File: src/rtl/core/rbsp_eg_pkg.sv
// Shared types and constants for the RBSP Exp-Golomb bit reader.
// No dependencies; used by the top level and its checker.
package rbsp_eg_pkg;

    localparam int MODE_W      = 3;
    localparam int STATUS_W    = 2;
    localparam int VALUE_W     = 33;
    localparam int S_TDATA_W   = 16;
    localparam int M_TDATA_W   = 40;
    localparam int MAX_READ    = 32;
    localparam logic [7:0] BYTE_EPB  = 8'h03;
    localparam logic [1:0] ZRUN_MAX  = 2'd2;

    typedef enum logic [MODE_W-1:0] {
        MODE_PUSH  = 3'd0,
        MODE_BITS  = 3'd1,
        MODE_UE    = 3'd2,
        MODE_SE    = 3'd3,
        MODE_ALIGN = 3'd4
    } mode_t;

    typedef enum logic [STATUS_W-1:0] {
        ST_OK    = 2'd0,
        ST_SHORT = 2'd1,
        ST_LONG  = 2'd2,
        ST_FULL  = 2'd3
    } status_t;

    typedef struct packed {
        mode_t       mode;
        logic [7:0]  data_byte;
        logic        last_byte;
        logic [5:0]  bit_count;
    } item_t;

endpackage

File: src/rtl/core/rbsp_exp_golomb_bit_reader.sv
// RBSP bit reader: emulation prevention removal, MSB-first bit window,
// fixed-width reads, ue/se Exp-Golomb decode and byte alignment.
// Depends on rbsp_eg_pkg.
// Each input beat passes through the input register, then the result register.
// Throughput: one beat per cycle while the result output is not stalled; the bit window,
// count and phase update once per item in a single pass, which sets the rate.
// Reset (aresetn low, synchronous): window, counts, escape and end-of-stream
// state, rbsp_enable and both valid flags cleared.
module rbsp_exp_golomb_bit_reader #(
    parameter int STORE_BITS = 64,
    parameter int MAX_PREFIX = 16
) (
    input  logic                                 aclk,
    input  logic                                 aresetn,
    input  logic                                 cfg_we,
    input  logic                                 cfg_wdata,      // rbsp_enable
    input  logic                                 s_axis_tvalid,
    output logic                                 s_axis_tready,
    input  logic [rbsp_eg_pkg::S_TDATA_W-1:0]    s_axis_tdata,   // data_byte[7:0], bit_count[13:8]
    input  logic [rbsp_eg_pkg::MODE_W-1:0]       s_axis_tuser,   // mode[2:0]
    input  logic                                 s_axis_tlast,   // last_byte
    output logic                                 m_axis_tvalid,
    input  logic                                 m_axis_tready,
    output logic [rbsp_eg_pkg::M_TDATA_W-1:0]    m_axis_tdata,   // value[32:0] (signed)
    output logic [rbsp_eg_pkg::STATUS_W-1:0]     m_axis_tuser    // status[1:0]
);

    localparam int SLOTS  = STORE_BITS / 8;
    localparam int HELD_W = $clog2(STORE_BITS + 1);
    localparam int SUM_W  = HELD_W + 1;
    localparam int LIMIT  = MAX_PREFIX + 1;
    localparam int LZ_W   = $clog2(LIMIT + 1);
    localparam int CODE_W = 2 * MAX_PREFIX + 1;
    localparam int CW     = (CODE_W > rbsp_eg_pkg::VALUE_W) ? CODE_W : rbsp_eg_pkg::VALUE_W;
    localparam int EXT_W  = STORE_BITS + CODE_W;
    localparam int CONS_W = $clog2(((CODE_W > rbsp_eg_pkg::MAX_READ) ? CODE_W
                                    : rbsp_eg_pkg::MAX_READ) + 1);
    localparam int CMP_W  = HELD_W + LZ_W + 1;
    localparam int VW     = rbsp_eg_pkg::VALUE_W;

    // input stage
    logic                 item_valid_reg;
    rbsp_eg_pkg::item_t   item_reg;
    rbsp_eg_pkg::item_t   item_next;
    logic                 advance;

    // bit reader state
    logic [STORE_BITS-1:0] win_reg, win_next;
    logic [HELD_W-1:0]     held_reg, held_next;
    logic [2:0]            phase_reg, phase_next;
    logic [1:0]            zrun_reg, zrun_next;
    logic                  esc_reg, esc_next;
    logic                  ended_reg, ended_next;
    logic                  rbsp_en_reg;

    // result stage
    logic                  out_valid_reg;
    logic [VW-1:0]         out_value_reg;
    rbsp_eg_pkg::status_t  out_status_reg;
    logic [VW-1:0]         res_value;
    rbsp_eg_pkg::status_t  res_status;

    // datapath
    logic [LZ_W-1:0]       lead;
    logic [LZ_W:0]         ue_len;
    logic                  long_pf, ue_short;
    logic [EXT_W-1:0]      ext;
    logic [CODE_W-1:0]     topc;
    logic [CONS_W-1:0]     shamt;
    logic [CW-1:0]         code_full, half, se_val;
    logic [VW-1:0]         top_bits, rd_val;
    logic [5:0]            cnt, rd_n;
    logic [2:0]            align_r;
    logic [SUM_W-1:0]      used;
    logic [1:0]            need;
    logic                  full, need_none;
    logic [15:0]           pv;
    logic [4:0]            plen;
    logic [STORE_BITS-1:0] ins;
    logic [CONS_W-1:0]     cons;
    logic                  take;

    assign advance       = item_valid_reg && (!out_valid_reg || m_axis_tready);
    assign s_axis_tready = !item_valid_reg || advance;

    always_comb begin
        item_next.mode      = rbsp_eg_pkg::mode_t'(s_axis_tuser);
        item_next.data_byte = s_axis_tdata[7:0];
        item_next.last_byte = s_axis_tlast;
        item_next.bit_count = s_axis_tdata[13:8];
    end

    // leading zero count over the first LIMIT window bits
    always_comb begin
        lead = LZ_W'(LIMIT);
        for (int i = LIMIT - 1; i >= 0; i--) begin
            if (win_reg[STORE_BITS-1-i]) begin
                lead = LZ_W'(i);
            end
        end
    end

    always_comb begin
        ue_len   = {lead, 1'b1};
        long_pf  = (lead == LZ_W'(LIMIT)) && (CMP_W'(held_reg) >= CMP_W'(LIMIT));
        ue_short = (CMP_W'(lead) >= CMP_W'(held_reg)) ||
                   (CMP_W'(held_reg) < CMP_W'(ue_len));
        ext      = {win_reg, {CODE_W{1'b0}}};
        topc     = ext[EXT_W-1 -: CODE_W];
        shamt    = (lead < LZ_W'(LIMIT)) ? (CONS_W'(CODE_W) - CONS_W'(ue_len)) : '0;
        code_full = CW'(topc >> shamt) - CW'(1);
        half     = code_full >> 1;
        se_val   = code_full[0] ? (half + CW'(1)) : (~half + CW'(1));

        cnt      = (item_reg.bit_count > 6'(rbsp_eg_pkg::MAX_READ)) ?
                   6'(rbsp_eg_pkg::MAX_READ) : item_reg.bit_count;
        align_r  = 3'd0 - phase_reg;
        rd_n     = (item_reg.mode == rbsp_eg_pkg::MODE_ALIGN) ? {3'd0, align_r} : cnt;
        top_bits = win_reg[STORE_BITS-1 -: VW];
        rd_val   = top_bits >> (6'(VW) - rd_n);
    end

    // push capacity and insertion
    always_comb begin
        used      = (SUM_W'(phase_reg) + SUM_W'(held_reg)) >> 3;
        need_none = !esc_reg && rbsp_en_reg && (item_reg.data_byte == rbsp_eg_pkg::BYTE_EPB)
                    && (zrun_reg >= rbsp_eg_pkg::ZRUN_MAX) && !item_reg.last_byte;
        if (esc_reg && (item_reg.data_byte > rbsp_eg_pkg::BYTE_EPB)) begin
            need = 2'd2;
            pv   = {rbsp_eg_pkg::BYTE_EPB, item_reg.data_byte};
            plen = 5'd16;
        end else begin
            need = need_none ? 2'd0 : 2'd1;
            pv   = {item_reg.data_byte, 8'h00};
            plen = 5'd8;
        end
        full = (used + SUM_W'(need)) > SUM_W'(SLOTS);
        ins  = {pv, {(STORE_BITS-16){1'b0}}} >> held_reg;
    end

    always_comb begin
        win_next   = win_reg;
        held_next  = held_reg;
        phase_next = phase_reg;
        zrun_next  = zrun_reg;
        esc_next   = esc_reg;
        ended_next = ended_reg;
        res_value  = '0;
        res_status = rbsp_eg_pkg::ST_OK;
        cons       = '0;
        take       = 1'b0;
        unique case (item_reg.mode)
            rbsp_eg_pkg::MODE_PUSH: begin
                if (!ended_reg) begin
                    if (full) begin
                        res_status = rbsp_eg_pkg::ST_FULL;
                    end else begin
                        if (esc_reg) begin
                            win_next  = win_reg | ins;
                            held_next = held_reg + HELD_W'(plen);
                            esc_next  = 1'b0;
                            zrun_next = (item_reg.data_byte == 8'h00) ? 2'd1 : 2'd0;
                        end else if (need_none) begin
                            esc_next  = 1'b1;
                            zrun_next = 2'd0;
                        end else begin
                            win_next  = win_reg | ins;
                            held_next = held_reg + HELD_W'(plen);
                            if (item_reg.data_byte != 8'h00) begin
                                zrun_next = 2'd0;
                            end else if (zrun_reg != rbsp_eg_pkg::ZRUN_MAX) begin
                                zrun_next = zrun_reg + 2'd1;
                            end
                        end
                        if (item_reg.last_byte) begin
                            ended_next = 1'b1;
                        end
                    end
                end
            end
            rbsp_eg_pkg::MODE_BITS: begin
                if (cnt != 6'd0) begin
                    if (CMP_W'(held_reg) < CMP_W'(cnt)) begin
                        res_status = rbsp_eg_pkg::ST_SHORT;
                    end else begin
                        res_value = rd_val;
                        cons      = CONS_W'(cnt);
                        take      = 1'b1;
                    end
                end
            end
            rbsp_eg_pkg::MODE_UE, rbsp_eg_pkg::MODE_SE: begin
                if (long_pf) begin
                    res_status = rbsp_eg_pkg::ST_LONG;
                end else if (ue_short) begin
                    res_status = rbsp_eg_pkg::ST_SHORT;
                end else begin
                    res_value = (item_reg.mode == rbsp_eg_pkg::MODE_SE) ?
                                se_val[VW-1:0] : code_full[VW-1:0];
                    cons      = CONS_W'(ue_len);
                    take      = 1'b1;
                end
            end
            rbsp_eg_pkg::MODE_ALIGN: begin
                if (align_r != 3'd0) begin
                    if (CMP_W'(held_reg) < CMP_W'(align_r)) begin
                        res_status = rbsp_eg_pkg::ST_SHORT;
                    end else begin
                        res_value = rd_val;
                        cons      = CONS_W'(align_r);
                        take      = 1'b1;
                    end
                end
            end
            default: begin
            end
        endcase
        if (take) begin
            win_next   = win_reg << cons;
            held_next  = held_reg - HELD_W'(cons);
            phase_next = phase_reg + cons[2:0];
        end
    end

    always_ff @(posedge aclk) begin
        if (!aresetn) begin
            item_valid_reg <= 1'b0;
            out_valid_reg  <= 1'b0;
            rbsp_en_reg    <= 1'b0;
            win_reg        <= '0;
            held_reg       <= '0;
            phase_reg      <= '0;
            zrun_reg       <= '0;
            esc_reg        <= 1'b0;
            ended_reg      <= 1'b0;
        end else begin
            if (cfg_we) begin
                rbsp_en_reg <= cfg_wdata;
            end
            if (s_axis_tready) begin
                item_valid_reg <= s_axis_tvalid;
            end
            if (advance) begin
                out_valid_reg <= 1'b1;
                win_reg       <= win_next;
                held_reg      <= held_next;
                phase_reg     <= phase_next;
                zrun_reg      <= zrun_next;
                esc_reg       <= esc_next;
                ended_reg     <= ended_next;
            end else if (m_axis_tready) begin
                out_valid_reg <= 1'b0;
            end
        end
    end

    always_ff @(posedge aclk) begin
        if (s_axis_tready && s_axis_tvalid) begin
            item_reg <= item_next;
        end
        if (advance) begin
            out_value_reg  <= res_value;
            out_status_reg <= res_status;
        end
    end

    assign m_axis_tvalid = out_valid_reg;
    assign m_axis_tdata  = {{(rbsp_eg_pkg::M_TDATA_W-VW){1'b0}}, out_value_reg};
    assign m_axis_tuser  = out_status_reg;

endmodule

File: config.mk
export PLATFORM = sky130hd
export DESIGN_NAME = rbsp_exp_golomb_bit_reader
export DESIGN_NICKNAME = d
export VERILOG_FILES = /design/src/rtl/core/rbsp_eg_pkg.sv /design/src/rtl/core/rbsp_exp_golomb_bit_reader.sv
export SDC_FILE = /design/constraint.sdc
export NUM_CORES = 1
export LEC_CHECK = 0
export BUFFER_PORTS_ARGS = -buffer_cell sky130_fd_sc_hd__buf_2
export CAP_MARGIN = 0
export CELL_PAD_IN_SITES_DETAIL_PLACEMENT = 1
export CELL_PAD_IN_SITES_GLOBAL_PLACEMENT = 2
export CORE_AREA = 5 5 230 232
export DETAILED_ROUTE_END_ITERATION = 10
export DIE_AREA = 0 0 235 237
export GPL_TIMING_DRIVEN = 0
export PLACE_DENSITY_LB_ADDON = 0.12
export REMOVE_ABC_BUFFERS = 1
export SETUP_SLACK_MARGIN = 0.02
export SYNTH_ARGS = -nofsm -noshare
export SYNTH_HDL_FRONTEND = slang
export SYNTH_SLANG_ARGS = --single-unit
File: constraint.sdc
create_clock -name aclk -period 7.7 [get_ports aclk]
set_input_delay 1.54 -clock aclk [delete_from_list [all_inputs] [get_ports aclk]]
set_output_delay 1.54 -clock aclk [all_outputs]
set_load 0.03 [all_outputs]
==> impl_metrics.ini <==
[grt]
first_pass_grt_wire_length_um = 120000
grt_max_degree = 46
grt_usage = 0.278
vias_in_the_first_global_route = 18600
overflow = 0
number_of_antenna_violations_at_the_first_check_in_global_routing = 0

[route]
drc_markers = 0
detail-route-antenna-nets = 0
route.final.wire_length_um = 81800
drt_iter0_drcs = 1356
first_pass_iters = 5
vias_per_cell = 6.35
wl_per_cell_um = 27.9
route.vias.total = 18600

[clocking]
cts.root.buffer_cell = sky130_fd_sc_hd__clkbuf_16
cts_htree_levels = 4
cts.path.max_buffers = 2
tritoncts_num_sinks = 134
cts_tree = built
cts_made_buffers = 17
cts.hold.buffers_added = 0
clkLatencyLatePin_ns = 0.49
clk_pin_slew_worst_paths_ns = 0.07

[synth]
syn-mean-instance-area_um2 = 7.36
asr_flop_ratio_synth = 0
area_of_the_mapped_netlist_um2 = 17000
netlist-cell-type-count = 98
synth-seq-cells = 134
synth_sequential_area_ratio = 0.189
yosys_most_used_dff = sky130_fd_sc_hd__dfxtp_1
synth-warning-count = 0
synth_instances = 2311
synth_enable_flop_cells = 53

[layout]
final_cell_mix = 293 x sky130_fd_sc_hd__mux2i_1, 251 x sky130_fd_sc_hd__nand2_1, 223 x sky130_fd_sc_hd__nor2_1, 178 x sky130_fd_sc_hd__o21ai_0, 177 x sky130_fd_sc_hd__a21oi_1
fraction_of_final_layout_cells_with_drive_strength_greater_than_1 = 0.122
fin_nets = 2306
mostFrequentLayoutCell = sky130_fd_sc_hd__mux2i_1
largest_register_ffs = 64
insertedDiodeCount = 0
area_growth_pct = 12.4
post_layout_nonfiller_instances = 2934

[worst_setup_path]
worstPathMaxFanout = 30
crit_required_ns = 7.93
timing_worst_setup_path_type = reg2reg
r2r_setup_slack_ns = 0.28
critical_path.startpoint_type = register
capturing_element_type_of_the_critical_path = register
worstPathArrival_ns = 7.65

[sta]
timing_max_transition_violations_final = 0
final.setup_skew_ns = 0.0133
fin_crit_sh = 0.964
holdWs_ns = 0.501
finalSetupViolations = 0
rsz0062_at_grt = no
max-slew-margin-rel = 0.0142
period_minus_slack_ns = 7.42
max_freq_mhz = 135
transition_time_at_the_pin_with_the_least_slew_margin_ns = 1.47
totalNegativeSetupSlack_ns = 0
hold_violations = 0

[pwr]
p_leak_nw = 7.05
max-vdd-ir-drop_uv = 170
power_density_nw_per_um2 = 162
power.total_w = 0.00310

[job]
max_cap_violations = 1

[die]
die_width_um = 235
fp.dieH_um = 237
floorplan.die_area_um2 = 55700
floorplan.initialDensity = 0.335
placeableCoreArea_um2 = 50800
rows = 83
boundaryPins = 70

[place]
place_inst = 2883
gp_routability_congestion = 0.894
hpwlAfterDp_um = 60300
io_buffer_count = 60

[outcome]
violations = capacitance limit
outcome = complete, but fails checks

[min_path]
hp-class = reg2reg
-- critical path, cell delays in order (launching register included) --
cell                         delay, ns
sky130_fd_sc_hd__dfxtp_1          0.81
sky130_fd_sc_hd__nor2b_1          0.41
sky130_fd_sc_hd__nor3_4           0.13
sky130_fd_sc_hd__buf_6            0.18
sky130_fd_sc_hd__nand2_2          0.26
sky130_fd_sc_hd__ha_4             0.21
sky130_fd_sc_hd__inv_1            0.10
sky130_fd_sc_hd__nor3_4           0.41
sky130_fd_sc_hd__o22ai_2          0.27
sky130_fd_sc_hd__buf_8            0.24
sky130_fd_sc_hd__a31oi_1          0.24
sky130_fd_sc_hd__a22oi_1          0.23
sky130_fd_sc_hd__o2111ai_4        0.29
sky130_fd_sc_hd__buf_12           0.23
sky130_fd_sc_hd__clkinvlp_4       0.13
sky130_fd_sc_hd__buf_12           0.16
sky130_fd_sc_hd__ha_2             0.29
sky130_fd_sc_hd__xnor2_1          0.28
sky130_fd_sc_hd__xnor2_1          0.17
sky130_fd_sc_hd__ha_1             0.18
sky130_fd_sc_hd__and2_1           0.19
sky130_fd_sc_hd__nand3_1          0.28
sky130_fd_sc_hd__a211oi_4         0.38
sky130_fd_sc_hd__nand3_1          0.27
sky130_fd_sc_hd__a31oi_1          0.25
sky130_fd_sc_hd__xnor2_1          0.10
sky130_fd_sc_hd__a221o_1          0.39
-- power breakdown --
group / switching, W / total [W] / leakage [nW] / internal, W
Sequential: 0.0000242 / 0.000779 / 1.18 / 0.000754
Combinational: 0.000964 / 0.00148 / 5.59 / 0.000512
Clock: 0.000373 / 0.000846 / 0.275 / 0.000473
Total: 0.00136 / 0.00310 / 7.05 / 0.00174
-- cells in the mapped netlist (7+ instances only) --
master / count / area share
sky130_fd_sc_hd__mux2i_1: 295 / 0.17
sky130_fd_sc_hd__nand2_1: 253 / 0.056
sky130_fd_sc_hd__nor2_1: 224 / 0.049
sky130_fd_sc_hd__a21oi_1: 183 / 0.054
sky130_fd_sc_hd__o21ai_0: 179 / 0.053
sky130_fd_sc_hd__clkbuf_1: 159 / 0.035
sky130_fd_sc_hd__dfxtp_1: 81 / 0.095
sky130_fd_sc_hd__nand3_1: 66 / 0.019
sky130_fd_sc_hd__a211oi_1: 56 / 0.025
sky130_fd_sc_hd__edfxtp_1: 53 / 0.094
sky130_fd_sc_hd__nor3_1: 49 / 0.014
sky130_fd_sc_hd__xnor2_1: 40 / 0.021
sky130_fd_sc_hd__buf_1: 36 / 0.0079
sky130_fd_sc_hd__ha_1: 36 / 0.026
sky130_fd_sc_hd__inv_1: 34 / 0.0075
sky130_fd_sc_hd__mux2_2: 32 / 0.021
sky130_fd_sc_hd__o211ai_1: 31 / 0.014
sky130_fd_sc_hd__a31oi_1: 27 / 0.0099
sky130_fd_sc_hd__and3_1: 27 / 0.0099
sky130_fd_sc_hd__a221oi_1: 26 / 0.013
sky130_fd_sc_hd__a21o_1: 23 / 0.010
sky130_fd_sc_hd__o22ai_1: 23 / 0.0085
sky130_fd_sc_hd__nor2b_1: 21 / 0.0077
sky130_fd_sc_hd__o221ai_1: 21 / 0.011
sky130_fd_sc_hd__and2_1: 20 / 0.0074
sky130_fd_sc_hd__a22oi_1: 18 / 0.0079
sky130_fd_sc_hd__nand2b_1: 17 / 0.0063
sky130_fd_sc_hd__nand4_1: 17 / 0.0063
sky130_fd_sc_hd__nor4_1: 17 / 0.0063
sky130_fd_sc_hd__xor2_1: 15 / 0.0077
sky130_fd_sc_hd__a32oi_1: 14 / 0.0072
sky130_fd_sc_hd__or3_1: 14 / 0.0051
sky130_fd_sc_hd__o31ai_1: 10 / 0.0044
sky130_fd_sc_hd__buf_2: 9 / 0.0026
sky130_fd_sc_hd__o2111ai_1: 8 / 0.0041
sky130_fd_sc_hd__a2111oi_0: 7 / 0.0036
sky130_fd_sc_hd__a21boi_0: 7 / 0.0031
sky130_fd_sc_hd__buf_4: 7 / 0.0031
sky130_fd_sc_hd__mux4_2: 7 / 0.0093
-- routing by layer --
metal,track usage,vias up,share of wire
met1,0.344,9335,0.42
li1,-,8528,-
met2,0.479,592,0.48
met4,0.138,0,0.053
met5,0,-,0
met3,0.0345,186,0.041
-- worst paths after layout --
kind	start	endpoint	cells past startpoint
max	win_reg[61]	out_value_reg[20]	26
min	zrun_reg[0]	zrun_reg[0]	2
max reg2reg	win_reg[61]	out_value_reg[20]	26
min reg2reg	zrun_reg[0]	zrun_reg[0]	2
-- cells by family after synthesis --
logic type               count (synthesis)  synth area share
AO/OA/AOI/OAI                          721             0.276
XOR/XNOR                                56            0.0293
adder cells (fa/ha/maj)                 40            0.0306
buffers and inverters                  255            0.0590
flip-flops                             134             0.189
multiplexers                           334             0.204
other                                    1          0.000220
AND/OR/NAND/NOR                        770             0.212
-- per-stage QoR --
stage | area, um2 | util | setup WS [ns]
after floorplan | 16200 | - | -2.92
after global placement | 17300 | 0.341 | -8.84
after detailed placement | 18200 | 0.358 | -2.59
after CTS | 19000 | 0.374 | 0.0679
after global routing | 19100 | 0.377 | 0.0259
final | 19100 | 0.377 | 0.275
-- timing repair --
item | in CTS | in global routing
resized for setup | 32 | 10
cloned | 2 | 1
buffers inserted | 9 | 7
setup endpoints to repair | 99 | 33
pin swaps | 7 | 2
-- cell type report --
| cell class | instances | area (um2) |
|---|---|---|
| tap | 680 | 851 |
| timing repair inverter | 1 | 5.00 |
| inverter | 42 | 161 |
| clock inverter | 13 | 134 |
| sequential | 134 | 3230 |
| multi-input combinational | 1930 | 13200 |
| fill | 6221 | 31700 |
| timing repair buffer | 115 | 1080 |
| clock buffer | 19 | 433 |
(Power assumes the default switching activity.)
